==> src/rtl/dtc_pkg.sv <==
`timescale 1ns / 1ps
`default_nettype none

package dtc_pkg;

  localparam int unsigned WINDOW = 10;
  localparam int unsigned IDX_W  = $clog2(WINDOW);

  localparam int unsigned TICK_W = 32;
  localparam int unsigned TIME_W = 32;
  localparam int unsigned RUN_W  = 20;
  localparam int unsigned PCT_W  = 7;

  // period * limit, then times the window run sum
  localparam int unsigned PL_W   = RUN_W + PCT_W;
  localparam int unsigned WRUN_W = RUN_W + $clog2(WINDOW);
  localparam int unsigned NUM_W  = PL_W + WRUN_W;

  // used ticks never have the top bit set once a backward count is zeroed
  localparam int unsigned USED_W = TICK_W - 1;
  localparam int unsigned TU_W   = USED_W + RUN_W;
  localparam int unsigned DEN_W  = TU_W + PCT_W;

  // one bit more than a run time, so an oversize quotient is still visible
  localparam int unsigned QUO_W  = RUN_W + 1;
  localparam int unsigned HI_W   = NUM_W - QUO_W;
  localparam int unsigned CNT_W  = $clog2(QUO_W + 1);

  localparam int unsigned Q_DEPTH = 2;
  localparam int unsigned Q_PTR_W = $clog2(Q_DEPTH);
  localparam int unsigned Q_CNT_W = $clog2(Q_DEPTH + 1);

  localparam int unsigned APB_AW = 4;
  localparam int unsigned APB_DW = 32;

  localparam logic [PCT_W-1:0] PCT_FULL   = PCT_W'(100);
  localparam logic [PCT_W-1:0] LIMIT_RST  = PCT_W'(100);
  localparam logic [RUN_W-1:0] PERIOD_RST = RUN_W'(100000);
  localparam logic [RUN_W-1:0] TICK_RST   = RUN_W'(10000);

  typedef enum logic [1:0] {
    REG_LIMIT  = 2'd0,
    REG_PERIOD = 2'd1,
    REG_TICK   = 2'd2
  } reg_idx_e;

  typedef enum logic [2:0] {
    BK_IDLE,
    BK_SUM,
    BK_MUL1,
    BK_MUL2,
    BK_DGO,
    BK_DWAIT,
    BK_OUT
  } back_state_e;

  typedef struct packed {
    logic [TICK_W-1:0] busy_ticks;
    logic [TIME_W-1:0] now_us;
    logic [RUN_W-1:0]  last_run_us;
  } sample_t;

  typedef struct packed {
    logic [RUN_W-1:0] run_us;
    logic [RUN_W-1:0] pause_us;
    logic             pause_enable;
    logic             resume_enable;
    logic             first_sample;
  } result_t;

  typedef struct packed {
    logic [PCT_W-1:0] limit_pct;
    logic [RUN_W-1:0] period_us;
    logic [RUN_W-1:0] tick_us;
  } cfg_t;

  typedef struct packed {
    logic [TICK_W-1:0] busy_ticks;
    logic [RUN_W-1:0]  last_run_us;
    logic [IDX_W-1:0]  newest;
    logic [IDX_W-1:0]  oldest;
    logic              first;
  } cmd_t;

  typedef struct packed {
    logic full;
    logic empty;
  } q_stat_t;

  function automatic logic [IDX_W-1:0] idx_inc(input logic [IDX_W-1:0] i);
    logic [IDX_W-1:0] r;
    if (i == IDX_W'(WINDOW - 1)) begin
      r = '0;
    end else begin
      r = i + 1'b1;
    end
    return r;
  endfunction

endpackage

`default_nettype wire

==> src/rtl/dtc_queue.sv <==
`timescale 1ns / 1ps
`default_nettype none

module dtc_queue (
  input  wire logic             clk_i,
  input  wire logic             rst_ni,
  input  wire logic             push_i,
  input  wire dtc_pkg::cmd_t    data_i,
  input  wire logic             pop_i,
  output dtc_pkg::cmd_t         head_o,
  output dtc_pkg::q_stat_t      stat_o
);

  dtc_pkg::cmd_t               slot_q [dtc_pkg::Q_DEPTH];
  logic [dtc_pkg::Q_PTR_W-1:0] wr_q, wr_d;
  logic [dtc_pkg::Q_PTR_W-1:0] rd_q, rd_d;
  logic [dtc_pkg::Q_CNT_W-1:0] cnt_q, cnt_d;

  always_comb begin
    wr_d  = wr_q;
    rd_d  = rd_q;
    cnt_d = cnt_q;
    if (push_i) begin
      wr_d = (wr_q == dtc_pkg::Q_PTR_W'(dtc_pkg::Q_DEPTH - 1)) ? '0 : wr_q + 1'b1;
    end
    if (pop_i) begin
      rd_d = (rd_q == dtc_pkg::Q_PTR_W'(dtc_pkg::Q_DEPTH - 1)) ? '0 : rd_q + 1'b1;
    end
    case ({push_i, pop_i})
      2'b10:   cnt_d = cnt_q + 1'b1;
      2'b01:   cnt_d = cnt_q - 1'b1;
      default: cnt_d = cnt_q;
    endcase
  end

  always_ff @(posedge clk_i or negedge rst_ni) begin
    if (!rst_ni) begin
      wr_q  <= '0;
      rd_q  <= '0;
      cnt_q <= '0;
    end else begin
      wr_q  <= wr_d;
      rd_q  <= rd_d;
      cnt_q <= cnt_d;
    end
  end

  always_ff @(posedge clk_i) begin
    if (push_i) begin
      slot_q[wr_q] <= data_i;
    end
  end

  assign head_o       = slot_q[rd_q];
  assign stat_o.full  = (cnt_q == dtc_pkg::Q_CNT_W'(dtc_pkg::Q_DEPTH));
  assign stat_o.empty = (cnt_q == '0);

endmodule

`default_nettype wire

==> config.mk <==
export PLATFORM = sky130hd
export DESIGN_NAME = dtc_queue
export DESIGN_NICKNAME = d
export VERILOG_FILES = /design/src/rtl/dtc_pkg.sv /design/src/rtl/dtc_queue.sv
export SDC_FILE = /design/constraint.sdc
export NUM_CORES = 1
export LEC_CHECK = 0
export CORE_ASPECT_RATIO = 2
export CORE_MARGIN = 2
export CORE_UTILIZATION = 55
export CTS_CLUSTER_SIZE = 16
export DETAILED_ROUTE_END_ITERATION = 6
export DONT_BUFFER_PORTS = 1
export PLACE_DENSITY = 0.7
export SYNTH_ARGS = -nofsm -noshare
export SYNTH_HDL_FRONTEND = slang
export SYNTH_SLANG_ARGS = --single-unit
==> constraint.sdc <==
create_clock -name clk_i -period 4.6 [get_ports clk_i]
set_input_delay 0.92 -clock clk_i [delete_from_list [all_inputs] [get_ports clk_i]]
set_output_delay 0.92 -clock clk_i [all_outputs]
set_load 0.1 [all_outputs]
==> results by group <==
Run status
  – Outcome: finished, final reports clean

Detailed routing
  – Vias per Instance: 5.58
  – Drt first pass iters: 4
  – Via Count: 1857
  – Routed Antenna Nets: 0
  – WL/cell: 21.5 um
  – WL final: 7170 um
  – DRC viols: 0
  – Initial DRC Count: 138

Logic synthesis
  – Synth Area per Inst: 23.7 sq um
  – Synth Register Bits: 126
  – Syn_nets: 272
  – Sequential fraction of the synthesis area: 0.770
  – Post-Synthesis Cell Area: 4890 sq um
  – Post-Syn Instances: 206
  – Post-synth cell types: 13
  – Syn. warnings: 0

STA
  – Min Tclk post-route: 3.17 ns
  – Fin crit share: 0.689
  – Final hold vios: 0
  – RSZ-0062 raised after global routing: no
  – Final setup viols: 0
  – Slew HR: 0.187
  – Slew Viols, Final: 0
  – Worst Skew: 0.00546 ns
  – Slew @ Worst Pin: 1.22 ns
  – Fmax: 0.316 GHz
  – Setup TNS: 0 ns

Cells and area
  – Ant. Diodes: 0
  – Layout cells sized above 1: 0.408
  – Area delta synth->final: 12.4%
  – FILL cells: 598
  – Fin nets: 286

Critical path
  – Slowest CP cell: dfrtp_4
  – Worst-path cell chain: mux2_2
  – WP buf/inv: 0
  – R2R cell count: 2
  – Crit path depth: 1
  – CP Launch Type: flip-flop
  – CP Max Fanout: 62
  – Largest stage delay, worst path: 1.16 ns
  – Crit path max-delay family: flip-flops
  – CP arrival: 2.25 ns
  – CP Data Required Time: 3.68 ns
  – Crit path capture type: primary output
  – Crit path kind: flip-flop to primary output

Floorplanning
  – CORE AREA: 8650 sq um
  – Die Span Y: 137 um
  – Initial Utilization: 0.565
  – Row Count: 48
  – DIE WIDTH: 70.7 um
  – I/O pin cnt: 128
  – Die area: 9700 sq um

Flow run
  – Max-cap viol count: 0

Clock tree
  – Clk_lat worst skew: 0.39 ns
  – CTS tree: built
  – Htree depth: 4
  – CTS sink cnt: 126
  – Clock Tree Buf Depth: 2
  – Post-CTS Resized: 0
  – Setup bufs post-CTS: 0
  – Reg clk slew, reported paths: 0.05 ns
  – Cts hold-fix bufs: 0
  – Total CTS buffers: 17
  – CTS Root Cell: clkbuf_16

Placement
  – Routability cong.: 0.683
  – Port Buf Inserts: 0
  – Half-perimeter wire length after placement: 4720 um

Global routing
  – Tot GR Track Use: 0.152
  – Pin count of the biggest net entering global routing: 63
  – First-pass GRT wire length: 10500 um
  – Initial antenna violation count: 0
  – Number of global-route vias before repair: 2012
  – Grt total ovfl: 0

Min path
  – Hold Crit Class: input port to asynchronous set/reset pin
==> cell type report <==
type | count | area (sq um) | share of cell area
sequential | 126 | 3770 | 0.686
multi-input combinational | 72 | 1000 | 0.182
clock buffer | 18 | 429 | 0.0781
clock inverter | 14 | 150 | 0.0273
tap | 100 | 125 | 0.0228
timing repair buffer | 2 | 15.0 | 0.00273
inverter | 1 | 3.75 | 0.000683
==> metal layers <==
metal / up-vias / track usage / part of all wire
li1: 838 / - / -
met1: 908 / 0.135 / 0.31
met2: 97 / 0.263 / 0.56
met3: 14 / 0.0841 / 0.11
met4: 0 / 0.0912 / 0.025
met5: - / 0 / 0
==> logic make-up (layout without fill, tap and decap cells) <==
family / after synthesis / in the layout / share of synthesized area
flip-flops: 126 / 126 / 0.770
AND/OR/NAND/NOR: 5 / 5 / 0.00487
adder cells (fa/ha/maj): 1 / 1 / 0.00256
multiplexers: 61 / 61 / 0.186
XOR/XNOR: 5 / 5 / 0.00896
buffers and inverters: 8 / 35 / 0.0276
==> state kept, by name, indices dropped and copies added, names as in the netlist <==
register,cells
rd_q,1
slot_q,122
cnt_q,2
wr_q,1
==> worst paths after layout <==
check	startpoint	slack, ns	endpoint
hold / removal	rst_ni	0.22	cnt_q[0]
setup / recovery	rd_q	1.43	head_o[52]
setup reg to reg	wr_q	2.45	slot_q[0][33]
min in group clk_i	cnt_q[1]	0.51	cnt_q[1]
max in group asynchronous	rst_ni	4.30	rd_q
hold reg to reg	cnt_q[1]	0.51	cnt_q[1]
==> stage by stage <==
step / hold WS, ns / util / setup slack [ns] / std cells / instance area (sq um)
2_1_floorplan: 0.456 / - / 0.581 / 206 / 4890
3_3_place_gp: 0.491 / 0.568 / 1.86 / 301 / 4910
3_5_place_dp: 0.492 / 0.568 / 1.81 / 301 / 4910
4_1_cts: 0.198 / 0.635 / 1.38 / 333 / 5490
5_1_grt: 0.195 / 0.635 / 1.31 / 333 / 5490
6_report: 0.219 / 0.635 / 1.43 / 333 / 5490
==> cell usage after synthesis <==
master	count	area [sq um]
and2_1	1	6.26
buf_12	6	120
buf_6	1	11.3
dfrtp_1	4	100
edfxtp_1	122	3660
ha_1	1	12.5
inv_1	1	3.75
mux2_2	2	22.5
mux2_4	59	886
nor2_1	3	11.3
nor2b_1	1	6.26
xnor2_1	2	17.5
xor2_1	3	26.3
==> cell usage in the layout (no fill, tap or decap) <==
cell type and instances:
bufinv_16 3, ha_1 1, nor2_1 1, buf_4 2, mux2_2 2, clkinv_2 4
clkbuf_16 17, nor2b_2 1, clkbuf_1 1, clkinv_1 4, clkinvlp_4 1, nor2_4 1
dfrtp_4 1, and2_2 1, edfxtp_1 122, inv_1 1, mux2_4 59, clkinv_4 2
dfrtp_1 3, nor2_2 1, xnor2_1 2, xor2_1 3
Power is left out: the tool's default activity adds up to more than one toggle a clock period on the data nets, which glitch-free logic cannot reach.
