`src/rtl/dtc_pkg.sv`:
```
`timescale 1ns / 1ps
`default_nettype none

package dtc_pkg;

  localparam int unsigned WINDOW = 10;
  localparam int unsigned IDX_W  = $clog2(WINDOW);

  localparam int unsigned TICK_W = 32;
  localparam int unsigned TIME_W = 32;
  localparam int unsigned RUN_W  = 20;
  localparam int unsigned PCT_W  = 7;

  // period * limit, then times the window run sum
  localparam int unsigned PL_W   = RUN_W + PCT_W;
  localparam int unsigned WRUN_W = RUN_W + $clog2(WINDOW);
  localparam int unsigned NUM_W  = PL_W + WRUN_W;

  // used ticks never have the top bit set once a backward count is zeroed
  localparam int unsigned USED_W = TICK_W - 1;
  localparam int unsigned TU_W   = USED_W + RUN_W;
  localparam int unsigned DEN_W  = TU_W + PCT_W;

  // one bit more than a run time, so an oversize quotient is still visible
  localparam int unsigned QUO_W  = RUN_W + 1;
  localparam int unsigned HI_W   = NUM_W - QUO_W;
  localparam int unsigned CNT_W  = $clog2(QUO_W + 1);

  localparam int unsigned Q_DEPTH = 2;
  localparam int unsigned Q_PTR_W = $clog2(Q_DEPTH);
  localparam int unsigned Q_CNT_W = $clog2(Q_DEPTH + 1);

  localparam int unsigned APB_AW = 4;
  localparam int unsigned APB_DW = 32;

  localparam logic [PCT_W-1:0] PCT_FULL   = PCT_W'(100);
  localparam logic [PCT_W-1:0] LIMIT_RST  = PCT_W'(100);
  localparam logic [RUN_W-1:0] PERIOD_RST = RUN_W'(100000);
  localparam logic [RUN_W-1:0] TICK_RST   = RUN_W'(10000);

  typedef enum logic [1:0] {
    REG_LIMIT  = 2'd0,
    REG_PERIOD = 2'd1,
    REG_TICK   = 2'd2
  } reg_idx_e;

  typedef enum logic [2:0] {
    BK_IDLE,
    BK_SUM,
    BK_MUL1,
    BK_MUL2,
    BK_DGO,
    BK_DWAIT,
    BK_OUT
  } back_state_e;

  typedef struct packed {
    logic [TICK_W-1:0] busy_ticks;
    logic [TIME_W-1:0] now_us;
    logic [RUN_W-1:0]  last_run_us;
  } sample_t;

  typedef struct packed {
    logic [RUN_W-1:0] run_us;
    logic [RUN_W-1:0] pause_us;
    logic             pause_enable;
    logic             resume_enable;
    logic             first_sample;
  } result_t;

  typedef struct packed {
    logic [PCT_W-1:0] limit_pct;
    logic [RUN_W-1:0] period_us;
    logic [RUN_W-1:0] tick_us;
  } cfg_t;

  typedef struct packed {
    logic [TICK_W-1:0] busy_ticks;
    logic [RUN_W-1:0]  last_run_us;
    logic [IDX_W-1:0]  newest;
    logic [IDX_W-1:0]  oldest;
    logic              first;
  } cmd_t;

  typedef struct packed {
    logic full;
    logic empty;
  } q_stat_t;

  function automatic logic [IDX_W-1:0] idx_inc(input logic [IDX_W-1:0] i);
    logic [IDX_W-1:0] r;
    if (i == IDX_W'(WINDOW - 1)) begin
      r = '0;
    end else begin
      r = i + 1'b1;
    end
    return r;
  endfunction

endpackage

`default_nettype wire

```
`src/rtl/dtc_front.sv`:
```
`timescale 1ns / 1ps
`default_nettype none

module dtc_front (
  input  wire logic             clk_i,
  input  wire logic             rst_ni,
  input  wire logic             push_i,
  input  wire dtc_pkg::sample_t sample_i,
  input  wire dtc_pkg::q_stat_t q_stat_i,
  output logic                  cmd_push_o,
  output dtc_pkg::cmd_t         cmd_o
);

  logic [dtc_pkg::IDX_W-1:0] newest_q, newest_d;
  logic [dtc_pkg::IDX_W-1:0] oldest_q, oldest_d;
  logic [dtc_pkg::IDX_W-1:0] newest_n;
  logic                      accept;
  logic                      first;
  logic                      win_full;

  assign accept   = push_i && !q_stat_i.full;
  assign newest_n = dtc_pkg::idx_inc(newest_q);
  assign first    = (newest_n == oldest_q);
  // window holds every slot once the slot after newest is the oldest
  assign win_full = (dtc_pkg::idx_inc(newest_n) == oldest_q);

  always_comb begin
    newest_d = newest_q;
    oldest_d = oldest_q;
    if (accept) begin
      newest_d = newest_n;
      if (!first && win_full) begin
        oldest_d = dtc_pkg::idx_inc(oldest_q);
      end
    end
  end

  always_ff @(posedge clk_i or negedge rst_ni) begin
    if (!rst_ni) begin
      newest_q <= dtc_pkg::IDX_W'(dtc_pkg::WINDOW - 1);
      oldest_q <= '0;
    end else begin
      newest_q <= newest_d;
      oldest_q <= oldest_d;
    end
  end

  assign cmd_push_o        = accept;
  assign cmd_o.busy_ticks  = sample_i.busy_ticks;
  assign cmd_o.last_run_us = sample_i.last_run_us;
  assign cmd_o.newest      = newest_n;
  assign cmd_o.oldest      = oldest_q;
  assign cmd_o.first       = first;

endmodule

`default_nettype wire

```
`config.mk`:
```
export PLATFORM = sky130hd
export DESIGN_NAME = dtc_front
export DESIGN_NICKNAME = d
export VERILOG_FILES = /design/src/rtl/dtc_pkg.sv /design/src/rtl/dtc_front.sv
export SDC_FILE = /design/constraint.sdc
export NUM_CORES = 1
export LEC_CHECK = 0
export ABC_AREA = 1
export BUFFER_PORTS_ARGS = -buffer_cell sky130_fd_sc_hd__clkbuf_2
export CORE_AREA = 2 2 69 54
export DETAILED_ROUTE_END_ITERATION = 12
export DIE_AREA = 0 0 71 56
export PLACE_DENSITY = 0.95
export REMOVE_ABC_BUFFERS = 1
export SLEW_MARGIN = 5
export SYNTH_ARGS = -nofsm -noshare
export SYNTH_HDL_FRONTEND = slang
export SYNTH_SLANG_ARGS = --single-unit
export TNS_END_PERCENT = 20
```
`constraint.sdc`:
```
create_clock -name clk_i -period 4.1 [get_ports clk_i]
set_clock_uncertainty 0.05 [all_clocks]
set_input_delay 0.41 -clock clk_i [delete_from_list [all_inputs] [get_ports clk_i]]
set_output_delay 0.41 -clock clk_i [all_outputs]
set_load 0.1 [all_outputs]
```
==> reports/qor.txt <==
status - complete, no violations
area of the multi-input gates - 379 um^2
worst-skew pair later-pin latency - 0.24 ns
Ports - 151
initial DRC count - 58
worst setup path category - register to output port
fin. max-slew vios - 0
reg-to-reg endpoint - oldest_q[1]
Overflow after GRT - 0
Yosys cell types - 22
crit path launch type - register
internal power - 0.306 mW
Crit Path Max Fanout - 10
Clock Sink Count - 8
DRT antenna net count - 0
Routed WL - 5.56 mm
Yosys reg bits - 8
sequential area share after synthesis - 19.3%
crit share post-route - 64.7%
row count - 18
CTS clk-pin slew, worst paths - 0.04 ns
origin of the worst setup path - newest_q[0]
worst-margin pin slew - 0.544 ns
Mean Syn Cell Area - 7.05 um^2
vias in the first global route - 669
dominant cells by area after synthesis - buf_4, dfrtp_1, nand2_1
final net count - 204
PD cells - 1170 nW/um^2
Total Power - 0.950 mW
area share of the leading cell type in the synthesized netlist - 37.9%
minimum clock period - 2.65 ns
Starting Density - 32.2%
placed instance count - 148
worst ir drop on vdd - 257 uV
worst path cell trace - inv_2 > nor2_4 > o21ai_2 > o21ai_1 > or2_1 > nand3_1 > a21oi_1 > clkbuf_2
Max Clk Rate - 0.377 GHz
HPWL Detailed - 5.03 mm
largest net degree at the start of global routing - 11
gr usage total - 28.0%
share of layout cells above drive strength 1 - 29.2%
die width - 71 um
Max clock buf depth - 2
DR vias - 817
Setup WS post-layout - 1.45 ns
Layout fillers - 362
Sequential Power Share - 18.1%
Post-CTS Setup Bufs - 0
cells after synthesis - 149
I/O Buffers - 13
CP endpoint - cmd_o[0]
Reg2Reg Depth - 11
cell taking the most area after synthesis - buf_4
CTS tree - yes
Sequential Area - 203 um^2
Final Hold Fails - 0
initial antenna violation count - 0
antenna cell count - 0
clock share of power - 11.1%
Slowest Stage Delay on Critical Path - 0.65 ns
fin cells - 153
CP Data Arrival Time - 2.19 ns
Logic pwr share - 70.8%
1st-pass router iterations - 4
H-tree depth - 1
Rel. slew slack - 63.9%
die area - 3980 um^2
Final Wtd Congestion - 1.12
Clock Tree Root - clkbuf_8
Leak - 0.411 nW
final setup TNS - 0 ns
Syn Std Cell Area - 1050 um^2
Via density - 5.34
Synth warnings - 0
setup slack, reg-to-reg - 2.32 ns
P_sw - 0.644 mW
CP endpoint kind - output port
Reg-to-Reg Start - newest_q[0]
Worst path slowest cell - dfstp_2
RSZ-0062 raised after global routing - no
Core Region - 3270 um^2
chip height - 56 um
HP Class - primary input to register
Max Cap Viol - 0
drt wl/cell - 36.4 um
Layout area overhead - -22.7%
pre-CTS WS - 1.71 ns
DRC - 0
Num CTS Buffers - 3
Worst Path Required - 3.64 ns
switch share - 67.8%
# setup viols final - 0
first-pass GRT wire length - 7.13 mm
[synth_stat cells (all sizes together)]
| cell | count |
|---|---|
| ha | 1 |
| o21ai | 10 |
| buf | 54 |
| dfstp | 2 |
| nand2 | 30 |
| nor2 | 6 |
| a21oi | 4 |
| nand3 | 9 |
| dfrtp | 6 |
| or2 | 1 |
| nor3 | 1 |
| xor2 | 3 |
| inv | 16 |
| nand4 | 6 |
[flip-flops by register name, indices dropped and copies added, names as in the netlist]
register	count
newest_q	4
oldest_q	4
[cell type report]
type	count	share of cell area [%]
inverter	16	7.40
clock buffer	4	5.55
tap	40	6.16
timing repair buffer	14	9.24
sequential	8	25.0
multi-input combinational	71	46.7
[per-stage QoR]
stage	cell area [um^2]	utilization [%]	hold WS (ns)
after floorplan	642	-	0.0644
final	812	24.9	0.412
after global routing	812	24.9	0.436
after detailed placement	757	23.2	0.229
after global placement	757	23.2	0.229
after CTS	812	24.9	0.416
[worst min path at each step]
| stage | startpoint | end | slack (ns) | depth (start not counted) |
|---|---|---|---|---|
| 2_1_floorplan | rst_ni | newest_q[1] | 0.06 | 0 |
| 3_3_place_gp | rst_ni | newest_q[2] | 0.23 | 1 |
| 3_5_place_dp | rst_ni | newest_q[1] | 0.23 | 1 |
| 4_1_cts | q_stat_i[1] | newest_q[0] | 0.42 | 3 |
| 5_1_grt | q_stat_i[1] | newest_q[0] | 0.44 | 3 |
| 6_report | q_stat_i[1] | newest_q[0] | 0.41 | 3 |
[metal layers]
| layer | vias up | GRT usage [%] | share of wire [%] |
|---|---|---|---|
| li1 | 347 | - | - |
| met1 | 349 | 13.8 | 18 |
| met2 | 114 | 48.5 | 52 |
| met3 | 7 | 42.0 | 28 |
| met4 | 0 | 6.20 | 1.6 |
| met5 | - | 1.39 | 0 |
[power by group through the flow]
stage	clock network, mW	logic (mW)	registers (mW)
after global routing	0.111	0.720	0.178
after floorplan	0	0.497	0.229
after CTS	0.107	0.668	0.170
after detailed placement	0	0.666	0.171
final	0.106	0.672	0.172
after global placement	0	0.674	0.173
[critical path, delay by kind of cell, from the launching register on]
family	cells	cell delay, ns
buffers and inverters	2	0.55
AO/OA/AOI/OAI	3	0.40
AND/OR/NAND/NOR	3	0.34
flip-flops	1	0.65
[kinds of logic after synthesis]
kind of cell	share of synthesized area, %
buf+inv	44.6
simple gates	25.4
compound gates	7.02
flops	19.3
xor+xnor	2.50
fa+ha+maj	1.19
[repair_timing]
action / in CTS / in global routing
hold buffers: 1 / 0
resized for setup: 0 / 0
endpoints found under the hold margin: 6 / 0
[cell usage in the layout, fill, tap and decap left out]
cell type       n
nand2_1        26
clkbuf_2       13
inv_1          11
nand3_1         8
o21ai_0         8
nand4_1         6
dfrtp_1         6
inv_2           5
nand2_2         4
a21oi_1         4
nor2_1          3
xor2_1          3
clkbuf_8        3
nor2_4          2
dfstp_2         2
o21ai_2         1
o21ai_1         1
nor2_2          1
or2_1           1
nor3_2          1
nand3_2         1
ha_1            1
clkbuf_1        1
dlygate4sd3_1   1
Power figures use the tool's default switching activity.
